<file path="config.mk">
export PLATFORM = sky130hd
export DESIGN_NAME = ycbcr_to_bgra_pixel_converter_core
export DESIGN_NICKNAME = d
export VERILOG_FILES = /design/src/rtl/ybc_pkg.sv /design/src/rtl/ycbcr_to_bgra_pixel_converter_core.sv
export VERILOG_INCLUDE_DIRS = /design/src /design/src/rtl
export SDC_FILE = /design/constraint.sdc
export NUM_CORES = 1
export LEC_CHECK = 0
export BUFFER_PORTS_ARGS = -buffer_cell sky130_fd_sc_hd__buf_4
export CORE_ASPECT_RATIO = 0.7
export CORE_MARGIN = 1
export CORE_UTILIZATION = 37
export DETAILED_ROUTE_END_ITERATION = 10
export GPL_ROUTABILITY_DRIVEN = 0
export PLACE_DENSITY_LB_ADDON = 0.3
export SLEW_MARGIN = 20
export SYNTH_ARGS = -nofsm -noshare
export SYNTH_HDL_FRONTEND = slang
export SYNTH_SLANG_ARGS = --single-unit
</file>
<file path="constraint.sdc">
create_clock -name clk -period 8.3 [get_ports clk]
set_input_delay 1.245 -clock clk [delete_from_list [all_inputs] [get_ports clk]]
set_output_delay 1.245 -clock clk [all_outputs]
set_load 0.02 [all_outputs]
</file>
<file path="src/rtl/ycbcr_to_bgra_pixel_converter_core_macros.svh">
// assertion helpers for the bgra converter
`ifndef YCBCR_TO_BGRA_PIXEL_CONVERTER_CORE_MACROS_SVH
`define YCBCR_TO_BGRA_PIXEL_CONVERTER_CORE_MACROS_SVH

// same-cycle implication, disabled while reset is held
`define YBC_ASSERT_IMPLY(label, clk, rst_n, cond, expr, msg) \
	label: assert property (@(posedge clk) disable iff (!rst_n) (cond) |-> (expr)) \
		else $error(msg);

// next-cycle implication, disabled while reset is held
`define YBC_ASSERT_NEXT(label, clk, rst_n, cond, expr, msg) \
	label: assert property (@(posedge clk) disable iff (!rst_n) (cond) |=> (expr)) \
		else $error(msg);

`endif

</file>
<file path="src/rtl/ybc_pkg.sv">
package ybc_pkg;

	localparam int COEF_FRAC_BITS = 16;
	// unsigned Q2.F coefficients
	localparam int COEF_W = COEF_FRAC_BITS + 2;
	// signed coefficient times signed 8-bit chroma offset
	localparam int PROD_W = COEF_W + 1 + 8;
	// luma term plus up to two products, with headroom
	localparam int SUM_W = COEF_FRAC_BITS + 12;

	localparam longint unsigned K_SCALE = 100000;

	localparam logic [COEF_W-1:0] COEF_CR_R =
		COEF_W'(((64'd140200 << COEF_FRAC_BITS) + K_SCALE / 2) / K_SCALE);
	localparam logic [COEF_W-1:0] COEF_CB_G =
		COEF_W'(((64'd34414 << COEF_FRAC_BITS) + K_SCALE / 2) / K_SCALE);
	localparam logic [COEF_W-1:0] COEF_CR_G =
		COEF_W'(((64'd71414 << COEF_FRAC_BITS) + K_SCALE / 2) / K_SCALE);
	localparam logic [COEF_W-1:0] COEF_CB_B =
		COEF_W'(((64'd177200 << COEF_FRAC_BITS) + K_SCALE / 2) / K_SCALE);

	localparam logic [7:0] BYTE_MAX = 8'hFF;

	typedef enum logic [1:0] {
		PT_RGB   = 2'd0,
		PT_YCBCR = 2'd1,
		PT_RGBA  = 2'd2,
		PT_UNSUP = 2'd3
	} pixel_type_t;

	typedef struct packed {
		logic [7:0] sample_plane0;
		logic [7:0] sample_plane1;
		logic [7:0] sample_plane2;
		logic [7:0] alpha_sample;
		logic       alpha_present;
	} pix_in_t;

	typedef struct packed {
		logic [7:0] out_byte0;
		logic [7:0] out_byte1;
		logic [7:0] out_byte2;
		logic [7:0] out_alpha;
		logic       type_error;
	} pix_out_t;

	typedef logic signed [PROD_W-1:0] prod_t;
	typedef logic signed [SUM_W-1:0]  sum_t;

endpackage

</file>
<file path="src/rtl/ycbcr_to_bgra_pixel_converter_core.sv">
// pixel converter: three plane samples (plus optional alpha) in, one bgra word out
// input channel: in_valid / in_stall / in_data, one pixel request per accept
// output channel: out_valid / out_stall / out_data, exactly one result per request
// config: cfg_we writes cfg_wdata into pixel_type (rgb, ycbcr, rgba, unsupported);
//   write it only while the pipeline is empty
// latency: out_valid rises 3 cycles after the accepting edge, with no stalls
// throughput: one pixel per clock, set by the four-stage pipeline
//   (capture, multiply, sum, clamp/select); no loops, no shared units
// reset (arst_n low): all stage valids clear, pixel_type returns to ycbcr
// receiver stall: the output word holds; empty stages behind it still fill,
//   and in_stall rises only once the first stage holds a request it cannot pass on
// unsupported type: type_error set, all four bytes zero
`include "ycbcr_to_bgra_pixel_converter_core_macros.svh"

module ycbcr_to_bgra_pixel_converter_core (
	input  logic              clk,
	input  logic              arst_n,
	input  logic              cfg_we,
	input  logic [1:0]        cfg_wdata,
	input  logic              in_valid,
	output logic              in_stall,
	input  ybc_pkg::pix_in_t  in_data,
	output logic              out_valid,
	input  logic              out_stall,
	output ybc_pkg::pix_out_t out_data
);

	// configuration register
	ybc_pkg::pixel_type_t pixel_type_q;

	// stage valids and load enables
	logic valid_s1, valid_s2, valid_s3, valid_s4;
	logic load_s1, load_s2, load_s3, load_s4;

	// stage 1: captured samples, alpha already resolved
	logic [7:0]           p0_s1, p1_s1, p2_s1, alpha_s1;
	ybc_pkg::pixel_type_t mode_s1;

	// stage 2: products
	ybc_pkg::prod_t       prod_r_s2, prod_gb_s2, prod_gr_s2, prod_b_s2;
	logic [7:0]           p0_s2, p1_s2, p2_s2, alpha_s2;
	ybc_pkg::pixel_type_t mode_s2;

	// stage 3: channel sums
	ybc_pkg::sum_t        sum_r_s3, sum_g_s3, sum_b_s3;
	logic [7:0]           p0_s3, p1_s3, p2_s3, alpha_s3;
	ybc_pkg::pixel_type_t mode_s3;

	// stage 4: output word
	ybc_pkg::pix_out_t    out_s4;
	ybc_pkg::pixel_type_t mode_s4;

	// combinational helpers
	logic                 alpha_in;
	logic signed [7:0]    cb, cr;
	ybc_pkg::sum_t        y_term;
	ybc_pkg::pix_out_t    out_next;

	// truncate a Q(F) sum toward zero, clamp to a byte
	function automatic logic [7:0] trunc_clamp(input ybc_pkg::sum_t s);
		logic [7:0] res;
		if (s[ybc_pkg::SUM_W-1]) begin
			res = 8'd0;
		end else if (|s[ybc_pkg::SUM_W-2:ybc_pkg::COEF_FRAC_BITS+8]) begin
			res = ybc_pkg::BYTE_MAX;
		end else begin
			res = s[ybc_pkg::COEF_FRAC_BITS+7:ybc_pkg::COEF_FRAC_BITS];
		end
		return res;
	endfunction

	always_ff @(posedge clk or negedge arst_n) begin
		if (!arst_n) begin
			pixel_type_q <= ybc_pkg::PT_YCBCR;
		end else if (cfg_we) begin
			pixel_type_q <= ybc_pkg::pixel_type_t'(cfg_wdata);
		end
	end

	// a stage takes new content when empty or when its content moves on
	assign load_s4 = !valid_s4 || !out_stall;
	assign load_s3 = !valid_s3 || load_s4;
	assign load_s2 = !valid_s2 || load_s3;
	assign load_s1 = !valid_s1 || load_s2;

	assign in_stall = !load_s1;

	always_ff @(posedge clk or negedge arst_n) begin
		if (!arst_n) begin
			valid_s1 <= 1'b0;
			valid_s2 <= 1'b0;
			valid_s3 <= 1'b0;
			valid_s4 <= 1'b0;
		end else begin
			if (load_s1) begin
				valid_s1 <= in_valid;
			end
			if (load_s2) begin
				valid_s2 <= valid_s1;
			end
			if (load_s3) begin
				valid_s3 <= valid_s2;
			end
			if (load_s4) begin
				valid_s4 <= valid_s3;
			end
		end
	end

	// alpha only comes from the sample in rgba mode with the sample present
	assign alpha_in = (pixel_type_q == ybc_pkg::PT_RGBA) && in_data.alpha_present;

	always_ff @(posedge clk) begin
		if (load_s1) begin
			p0_s1    <= in_data.sample_plane0;
			p1_s1    <= in_data.sample_plane1;
			p2_s1    <= in_data.sample_plane2;
			alpha_s1 <= alpha_in ? in_data.alpha_sample : ybc_pkg::BYTE_MAX;
			mode_s1  <= pixel_type_q;
		end
	end

	// sample minus 128 is the sample with its top bit flipped, read as signed
	assign cb = $signed({~p1_s1[7], p1_s1[6:0]});
	assign cr = $signed({~p2_s1[7], p2_s1[6:0]});

	always_ff @(posedge clk) begin
		if (load_s2) begin
			prod_r_s2  <= ybc_pkg::prod_t'($signed({1'b0, ybc_pkg::COEF_CR_R})) *
				ybc_pkg::prod_t'(cr);
			prod_gb_s2 <= ybc_pkg::prod_t'($signed({1'b0, ybc_pkg::COEF_CB_G})) *
				ybc_pkg::prod_t'(cb);
			prod_gr_s2 <= ybc_pkg::prod_t'($signed({1'b0, ybc_pkg::COEF_CR_G})) *
				ybc_pkg::prod_t'(cr);
			prod_b_s2  <= ybc_pkg::prod_t'($signed({1'b0, ybc_pkg::COEF_CB_B})) *
				ybc_pkg::prod_t'(cb);
			p0_s2      <= p0_s1;
			p1_s2      <= p1_s1;
			p2_s2      <= p2_s1;
			alpha_s2   <= alpha_s1;
			mode_s2    <= mode_s1;
		end
	end

	// luma in Q(F), zero extended
	assign y_term = $signed(ybc_pkg::SUM_W'({p0_s2, {ybc_pkg::COEF_FRAC_BITS{1'b0}}}));

	always_ff @(posedge clk) begin
		if (load_s3) begin
			sum_r_s3 <= y_term + ybc_pkg::SUM_W'(prod_r_s2);
			sum_g_s3 <= y_term - ybc_pkg::SUM_W'(prod_gb_s2) - ybc_pkg::SUM_W'(prod_gr_s2);
			sum_b_s3 <= y_term + ybc_pkg::SUM_W'(prod_b_s2);
			p0_s3    <= p0_s2;
			p1_s3    <= p1_s2;
			p2_s3    <= p2_s2;
			alpha_s3 <= alpha_s2;
			mode_s3  <= mode_s2;
		end
	end

	// final select per mode
	always_comb begin
		out_next = '0;
		case (mode_s3)
			ybc_pkg::PT_RGB, ybc_pkg::PT_RGBA: begin
				out_next.out_byte0 = p0_s3;
				out_next.out_byte1 = p1_s3;
				out_next.out_byte2 = p2_s3;
				out_next.out_alpha = alpha_s3;
			end
			ybc_pkg::PT_YCBCR: begin
				out_next.out_byte0 = trunc_clamp(sum_b_s3);
				out_next.out_byte1 = trunc_clamp(sum_g_s3);
				out_next.out_byte2 = trunc_clamp(sum_r_s3);
				out_next.out_alpha = ybc_pkg::BYTE_MAX;
			end
			default: begin
				out_next.type_error = 1'b1;
			end
		endcase
	end

	always_ff @(posedge clk) begin
		if (load_s4) begin
			out_s4  <= out_next;
			mode_s4 <= mode_s3;
		end
	end

	assign out_valid = valid_s4;
	assign out_data  = out_s4;

	// checks on the pipeline's own logic
	`YBC_ASSERT_NEXT(a_accept_fills_s1, clk, arst_n, in_valid && !in_stall, valid_s1,
		"accepted request did not land in stage 1")
	`YBC_ASSERT_IMPLY(a_stall_only_when_full, clk, arst_n, in_stall, valid_s1 && valid_s2,
		"input stalled with an empty stage ahead")
	`YBC_ASSERT_IMPLY(a_error_zero_bytes, clk, arst_n, out_valid && out_data.type_error,
		out_data.out_byte0 == 8'd0 && out_data.out_byte1 == 8'd0 &&
		out_data.out_byte2 == 8'd0 && out_data.out_alpha == 8'd0,
		"type error result carries nonzero bytes")
	`YBC_ASSERT_IMPLY(a_opaque_alpha, clk, arst_n,
		out_valid && (mode_s4 == ybc_pkg::PT_RGB || mode_s4 == ybc_pkg::PT_YCBCR),
		out_data.out_alpha == ybc_pkg::BYTE_MAX && !out_data.type_error,
		"alpha not opaque outside rgba mode")

endmodule
</file>
==> reports/metrics.yaml, run 1 <==
max_freq_mhz: 181.1
htreeDepth: 1
clk_pin_slew_ns: 0.06
io_pins: 75
grt_pass1_vias: 10250
slew_violations: 0
ctsResizeCount: 0
clk_latency_ns: 0.55
nets: 1890
ant_nets: 0
grt_usage_pct: 15.72
ys_types: 65
setup_viol: 0
first_iter_violations: 546
grt_max_degree: 71
worstSetupPathType: "reg -> reg"
rows: 64
stdcell_count: 2112
route.met2.wl_um: 14120
cts_hold_buf: 0
numCtsBuffers: 25
syn-num-nets: 1796
clock_power_share_pct: 15.2
ys_seq_area_share_pct: 42.86
power.switching_w: 0.002822
r2r_slack_ns: 2.78
grt_pass1_wl_um: 55030
antenna_cells: 0
worst_slew_pin_slew_ns: 0.9377
viasPerCell: 4.738
port_buffers: 74
fin_crit_ns: 5.522
synth-edff-count: 230
ys_warn_count: 0
tns_ns: 0
fp.dieW_um: 254.2
drcViolationCount: 0
ir_drop_uv: 145.0
fin_worst_skew_ns: 0.01437
num_vias: 10010
dieArea_um2: 45370
max-slew-margin-rel_pct: 37.49
syn_avg_cell_area_um2: 11.71
top_layer: "met4"
dr_wl_met3_um: 1775
wl_met1_um: 17430
min-delay-path-class: "reg -> reg"
pwr-share-seq_pct: 29.2
hold_viol: 0
grt_overflow_total: 0
final.period_utilization_pct: 66.53
layout_commonest_cell: "inv_1"
dp_cells: 2067
critPathCaptureType: "register"
die_h_um: 178.5
status: "finished, final reports clean"
synth_cells: 1406
hpwl_um: 26430
firstDrtPassIters: 5
cap_violations: 0
areaGrowthSynthToFinish_pct: 12.56
wirelength_um: 33880
start_util_pct: 37.59
pwr_density_cell_nw_per_um2: 374.5
worstPathMaxFanout: 12
clock_sinks: 236
ys.flop_type: "edfxtp_1"
layout-drive-gt1-share_pct: 10.41
rsz0062_at_grt: "no"
synth_area_um2: 16470
coreArea_um2: 43800
mostFrequentLayoutCells: "322 x inv_1, 245 x ha_1, 230 x edfxtp_1"
synthArstFlopShare_pct: 2.542
wl_per_cell_um: 16.04
antenna_found_initial: 0
tritoncts: "yes"
cts_buffer_depth: 3
intPower_w: 0.004119
start_kind: "register"
root_buffer: "clkbuf_16"
post_cts_buffers: 0
arrival_ns: 5.79
p_sw_share_pct: 40.66
pwr-share-comb_pct: 55.7
critPathRequiredTime_ns: 8.57
ys_ff_latch: 236
p_leak_nw: 8.687
-- metal layers --
layer,track usage (%),vias to the layer above
met5,0,-
li1,-,4959
met3,3.604,37
met1,23.20,4823
met2,23.53,187
met4,2.962,0
-- synthesized netlist by cell type, types with 6 or more instances --
cell,count,area (um2)
edfxtp_1,230,6907
and3_1,6,37.54
xor2_1,15,131.4
inv_1,323,1212
fa_1,105,2102
nor2_1,74,277.8
o21ai_1,8,40.04
nor3_1,18,90.09
nand2b_1,7,43.79
o21a_1,12,90.09
a21oi_1,56,280.3
o22ai_1,24,150.1
nor2b_1,11,68.82
nand2_1,32,120.1
o21bai_1,9,67.56
o21ai_0,34,170.2
xnor2_1,46,402.9
ha_1,245,3065
or2_2,19,118.9
a21o_1,19,142.6
nand3_1,17,85.08
a211oi_1,11,82.58
clkbuf_1,10,37.54
-- metrics by stage --
step | power (W) | util [%] | instance area, um2 | setup WS (ns) | hold slack [ns]
finish | 0.006941 | 42.32 | 18540 | 2.778 | 0.4179
global route | 0.007610 | 42.32 | 18540 | 2.469 | 0.4244
CTS | 0.007005 | 42.32 | 18540 | 2.833 | 0.4193
detailed placement | 0.005894 | 40.57 | 17770 | 2.883 | 0.4045
global placement | 0.005814 | 40.57 | 17770 | 3.004 | 0.4014
floorplan | 0.004944 | - | 16470 | 3.572 | 0.4003
-- final cells by class --
cell class / count / area, um2
timing repair buffer: 79 / 593.1
sequential: 236 / 7058
clock inverter: 17 / 127.6
fill: 4120 / 25270
tap: 594 / 743.2
inverter: 323 / 1212
clock buffer: 28 / 636.9
multi-input combinational: 835 / 8164
-- power by group through the flow --
stage / Sequential [W] / Combinational, W / Clock [W]
CTS: 0.00203 / 0.00389 / 0.00109
detailed placement: 0.00205 / 0.00384 / 0
global placement: 0.00205 / 0.00377 / 0
global route: 0.00206 / 0.00442 / 0.00113
finish: 0.00202 / 0.00386 / 0.00105
floorplan: 0.00203 / 0.00291 / 0
-- registers in the layout, summed over array words and instances, names as in the netlist, 5 cells and up --
| name | flops |
|---|---|
| prod_r_s2 | 17 |
| p1_s3 | 8 |
| p2_s2 | 5 |
| alpha_s3 | 8 |
| sum_b_s3 | 11 |
| out_data | 33 |
| prod_gb_s2 | 21 |
| p2_s1 | 8 |
| p0_s3 | 8 |
| p1_s2 | 8 |
| p1_s1 | 8 |
| sum_g_s3 | 11 |
| alpha_s2 | 8 |
| p0_s2 | 8 |
| p2_s3 | 5 |
| prod_b_s2 | 10 |
| p0_s1 | 8 |
| alpha_s1 | 8 |
| prod_gr_s2 | 17 |
| sum_r_s3 | 14 |
-- path summary, 6_finish.rpt --
kind	from	to	cells past startpoint
max	p2_s1[7]$_DFFE_PN_	prod_r_s2[24]$_DFFE_PP_	15
min in group asynchronous	arst_n	valid_s2$_DFFE_PN0P_	1
max reg2reg	p2_s1[7]$_DFFE_PN_	prod_r_s2[24]$_DFFE_PP_	15
max in group asynchronous	arst_n	pixel_type_q[0]$_DFFE_PN1P_	1
min reg2reg	alpha_s1[2]$_SDFFCE_PN1N_	alpha_s2[2]$_DFFE_PP_	0
min	alpha_s1[2]$_SDFFCE_PN1N_	alpha_s2[2]$_DFFE_PP_	0
-- kinds of logic (layout without fill, tap and decap cells) --
group,Yosys count,after routing,synth area share (%)
adders and majority gates,350,350,31.38
buffers and inverters,335,447,7.636
DFF,236,236,42.86
AOI/OAI and AO/OA,215,215,8.654
and+or+nand+nor,207,207,6.086
xor gates and xnor gates,61,61,3.244
muxes,2,2,0.1368
-- critical path, cell delays in order, from the launching register on --
cell and delay [ns]:
edfxtp_1 0.73, inv_1 0.34, fa_1 0.76, ha_1 0.28, inv_1 0.08, fa_1 0.44, fa_1 0.56, inv_1 0.05
ha_1 0.32, a211oi_1 0.24, nor2_1 0.10, o31ai_1 0.45, o21ai_1 0.21, o31ai_1 0.37, a21boi_1 0.23, a211oi_1 0.08
No activity file was read; power rests on OpenSTA's default activity.
==> run 2: changes to the inputs <==
clock period = 5.53 ns   (was 8.3 ns; I/O delays follow)
==> run 2 against run 1 <==
Compared with the run above:
- sequential power up 50%
- routed wire length up 2.9%
- clock-buffer cell count up 3
- sequential share of layout area down 0.15 points
- critical path type unchanged
- largest power group unchanged
==> reports/metrics.yaml, run 2 (synthesis results as in run 1) <==
clock_sinks: 236
wl_per_cell_um: 16.47
worstPathMaxFanout: 7
place_area_um2: 17840
fin_crit_ns: 5.087
cts_hold_buf: 0
fin_area_um2: 18610
viasPerCell: 4.808
antenna_cells: 0
worstReg2RegStart: "p2_s1[6]$_DFFE_PN_"
antenna_found_initial: 0
worst_slew_pin_slew_ns: 0.9117
clk_pin_slew_ns: 0.06
rr_worst_depth: 14
grt_pass1_wl_um: 56580
mostFrequentLayoutCells: "322 x inv_1, 245 x ha_1, 230 x edfxtp_1"
io_pins: 75
post_cts_buffers: 0
layout-drive-gt1-share_pct: 10.56
ant_nets: 0
grt_pass1_vias: 10460
largest_reg_flops: 33
hold_viol: 0
hpwl_um: 27430
cap_violations: 0
htreeDepth: 1
max_freq_mhz: 196.6
p_leak_nw: 8.735
max-slew-margin-rel_pct: 39.22
setup_viol: 0
areaGrowthSynthToFinish_pct: 13.02
die_h_um: 178.5
firstDrtPassIters: 5
stdcell_count: 2118
ir_drop_uv: 280.6
crit_start: "p2_s1[6]$_DFFE_PN_"
tns_ns: 0
status: "finished, final reports clean"
fillers: 4126
fin_worst_skew_ns: 0.009991
critPathRequiredTime_ns: 5.80
dieArea_um2: 45370
root_buffer: "clkbuf_16"
num_vias: 10180
ctsResizeCount: 0
arrival_ns: 5.36
grt_usage_pct: 16.17
slew_violations: 0
r2r_slack_ns: 0.44
clk_latency_ns: 0.55
start_util_pct: 37.59
cts_buffer_depth: 3
start_kind: "register"
seqCellArea_um2: 7058
pwr_density_cell_nw_per_um2: 566.0
rsz0062_at_grt: "no"
tritoncts: "yes"
critPathCapture: "prod_r_s2[24]$_DFFE_PP_"
nets: 1898
layout_commonest_cell: "inv_1"
drcViolationCount: 0
dp_cells: 2075
critPathCaptureType: "register"
rows: 64
port_buffers: 74
fp.dieW_um: 254.2
grt_max_degree: 69
multi_input_area_um2: 8164
final.period_utilization_pct: 91.98
coreArea_um2: 43800
first_iter_violations: 542
min-delay-path-class: "in -> async"
r2r_end: "prod_r_s2[24]$_DFFE_PP_"
grt_overflow_total: 0
wirelength_um: 34880
numCtsBuffers: 25
worstSetupPathType: "reg -> reg"
-- run 2: cell type report --
type	instances	share of cell area, %
clock buffers	31	3.483
clock inverters	12	0.6656
inverters	323	6.515
multi-input cells	835	43.87
flip-flops and latches	236	37.93
well taps	594	3.994
repair buffers	87	3.550
-- run 2: how the worst min path moves through the flow --
stage	endpoint	slack, ns	depth (start not counted)
finish	pixel_type_q[1]$_DFFE_PN0P_	0.09	1
global route	out_valid$_DFFE_PN0P_	0.07	1
CTS	out_valid$_DFFE_PN0P_	0.06	1
detailed placement	alpha_s2[1]$_DFFE_PP_	0.40	0
global placement	alpha_s2[5]$_DFFE_PP_	0.40	0
floorplan	alpha_s2[0]$_DFFE_PP_	0.40	0
-- run 2: worst max-delay path, cell delays in order, from the launching register on --
cell and delay, ns:
edfxtp_1 0.51, inv_1 0.28, fa_1 0.60, ha_1 0.35
inv_1 0.06, fa_1 0.50, fa_1 0.55, inv_1 0.04
ha_1 0.19, or3_1 0.39, o31ai_1 0.48, o21ai_1 0.21
o31ai_1 0.39, a21boi_1 0.21, a211oi_1 0.06
-- run 2: where the power goes --
part	total [W]	internal, W	switching (W)
logic	0.00587	0.00250	0.00337
registers	0.00303	0.00282	0.000205
clock network	0.00163	0.000927	0.000708
-- run 2: routing by layer --
layer | part of all wire, % | GRT usage [%] | wire [um]
met1 | 52 | 24.31 | 18110
met2 | 41 | 23.78 | 14170
met3 | 5.2 | 3.166 | 1817
met4 | 2.2 | 3.690 | 784
met5 | 0 | 0 | 0
-- run 2: through the flow --
stage	power, W	setup slack [ns]	hold slack (ns)	util [%]
6_report	0.01053	0.4435	0.08509	42.49
5_1_grt	0.01156	0.07924	0.07058	42.49
4_1_cts	0.01061	0.4205	0.05978	42.49
3_5_place_dp	0.008899	0.4090	0.4045	40.73
3_3_place_gp	0.008769	0.5816	0.4005	40.69
2_1_floorplan	0.007421	0.8019	0.4003	-
==> run 3: changes to the inputs <==
CORE_MARGIN = 3   (was 1)
==> run 3 against run 2 <==
Compared with the run above:
- power grew 0.36%
- critical path depth grew 2
- clock power is essentially flat
- clock skew grew 0.0014 ns
- global-route usage shrank 0.78 points
- via count grew 0.46%
==> reports/metrics.yaml, run 3 (synthesis results as in run 1) <==
top_layer: "met4"
r2r_end: "prod_r_s2[24]$_DFFE_PP_"
dieArea_um2: 47110
grt_usage_pct: 15.39
start_util_pct: 38.19
wl_met1_um: 18260
pwr_density_cell_nw_per_um2: 568.3
multi_input_area_um2: 8164
num_vias: 10230
crit_buf_inv: 4
clock_sinks: 236
layout-drive-gt1-share_pct: 10.56
seqCellArea_um2: 7058
whs_ns: 0.08021
rsz0062_at_grt: "no"
post_cts_buffers: 0
root_buffer: "clkbuf_16"
final.period_utilization_pct: 92.81
ant_nets: 0
nets: 1897
largest_reg_flops: 33
place_area_um2: 17810
rr_worst_depth: 16
worst_slew_pin_slew_ns: 0.8066
grt_pass1_wl_um: 57260
grt_max_degree: 57
tns_ns: 0
slowest_stage: "fa_1"
dr_wl_met3_um: 1809
wirelength_um: 35290
finalPower_w: 0.01057
clk_latency_ns: 0.55
ctsResizeCount: 0
layout_commonest_cell: "inv_1"
fin_worst_skew_ns: 0.01143
worstPathMaxFanout: 7
max_freq_mhz: 194.8
min-delay-path-class: "in -> async"
route.met2.wl_um: 14680
dp_slack_ns: 0.4312
max_stage_delay_ns: 0.52
start_kind: "register"
ir_drop_uv: 262.3
port_buffers: 74
antenna_cells: 0
wl_per_cell_um: 16.72
slew_violations: 0
cts_hold_buf: 0
setup_viol: 0
clk_pin_slew_ns: 0.06
die_h_um: 182.5
fp.dieW_um: 258.2
fin_crit_ns: 5.133
r2r_slack_ns: 0.40
firstDrtPassIters: 5
arrival_ns: 5.40
areaGrowthSynthToFinish_pct: 12.96
antenna_found_initial: 0
finalWorstSetupSlack_ns: 0.3974
status: "finished, final reports clean"
hold_viol: 0
rows: 63
io_pins: 75
cap_violations: 0
max-slew-margin-rel_pct: 46.23
worstReg2RegStart: "p2_s1[6]$_DFFE_PN_"
path_delay_family: "adder cells"
fin_area_um2: 18600
grt_pass1_vias: 10420
cp.depth: 16
critPathCaptureType: "register"
hpwl_um: 27980
numCtsBuffers: 25
first_iter_violations: 540
grt_overflow_total: 0
drcViolationCount: 0
fillers: 4002
htreeDepth: 1
tritoncts: "yes"
worstSetupPathType: "reg -> reg"
crit_chain: "inv_1 > fa_1 > inv_1 > fa_1 > fa_1 > inv_1 > fa_1 > inv_1 > ha_1 > o21ai_1 > nor2_1 > o31ai_1 > o21ai_1 > o31ai_1 > a21boi_1 > a211oi_1"
cts_buffer_depth: 3
critPathCapture: "prod_r_s2[24]$_DFFE_PP_"
p_leak_nw: 8.726
viasPerCell: 4.849
coreArea_um2: 43120
mostFrequentLayoutCells: "322 x inv_1, 245 x ha_1, 230 x edfxtp_1"
critPathRequiredTime_ns: 5.80
crit_start: "p2_s1[6]$_DFFE_PN_"
## run 3: cell count changes in the layout (fill, tap and decap cells not counted)
cell,delta
buf_8,-1
clkbuf_1,-1
clkinv_1,+2
clkinv_2,-2
clkinv_4,+1
clkinvlp_4,+2
## run 3: worst min-delay path by stage
stage	startpoint	to	slack (ns)	depth (start not counted)
2_1_floorplan	alpha_s1[0]$_SDFFCE_PN1N_	alpha_s2[0]$_DFFE_PP_	0.40	0
4_1_cts	arst_n	valid_s1$_DFFE_PN0N_	0.05	1
5_1_grt	arst_n	pixel_type_q[1]$_DFFE_PN0P_	0.06	1
3_5_place_dp	alpha_s1[4]$_SDFFCE_PN1N_	alpha_s2[4]$_DFFE_PP_	0.40	0
3_3_place_gp	alpha_s2[2]$_DFFE_PP_	alpha_s3[2]$_DFFE_PP_	0.40	0
6_report	arst_n	valid_s1$_DFFE_PN0N_	0.08	1
## run 3: report_power, final
part / switching (W) / leakage, nW / internal [W]
Sequential: 0.000204 / 2.36 / 0.00282
Clock: 0.000707 / 0.378 / 0.000931
Combinational: 0.00340 / 5.99 / 0.00251
Total: 0.00431 / 8.73 / 0.00626
## run 3: layout make-up
type / count / area share [%]
inverter: 323 / 6.518
timing repair buffer: 86 / 3.471
clock inverter: 15 / 0.7803
sequential: 236 / 37.94
tap: 585 / 3.935
clock buffer: 30 / 3.464
multi-input combinational: 835 / 43.89
## run 3: per-stage QoR
stage | utilization [%] | cells
after floorplan | - | 1406
after global placement | 41.31 | 2065
after detailed placement | 41.31 | 2065
after CTS | 43.14 | 2110
after global routing | 43.14 | 2110
final | 43.14 | 2110
## run 3: per-layer routing
metal / vias to the layer above / GRT usage, %
li1: 4971 / -
met1: 5002 / 23.57
met2: 221 / 23.08
met3: 37 / 2.691
met4: 0 / 2.501
met5: - / 0
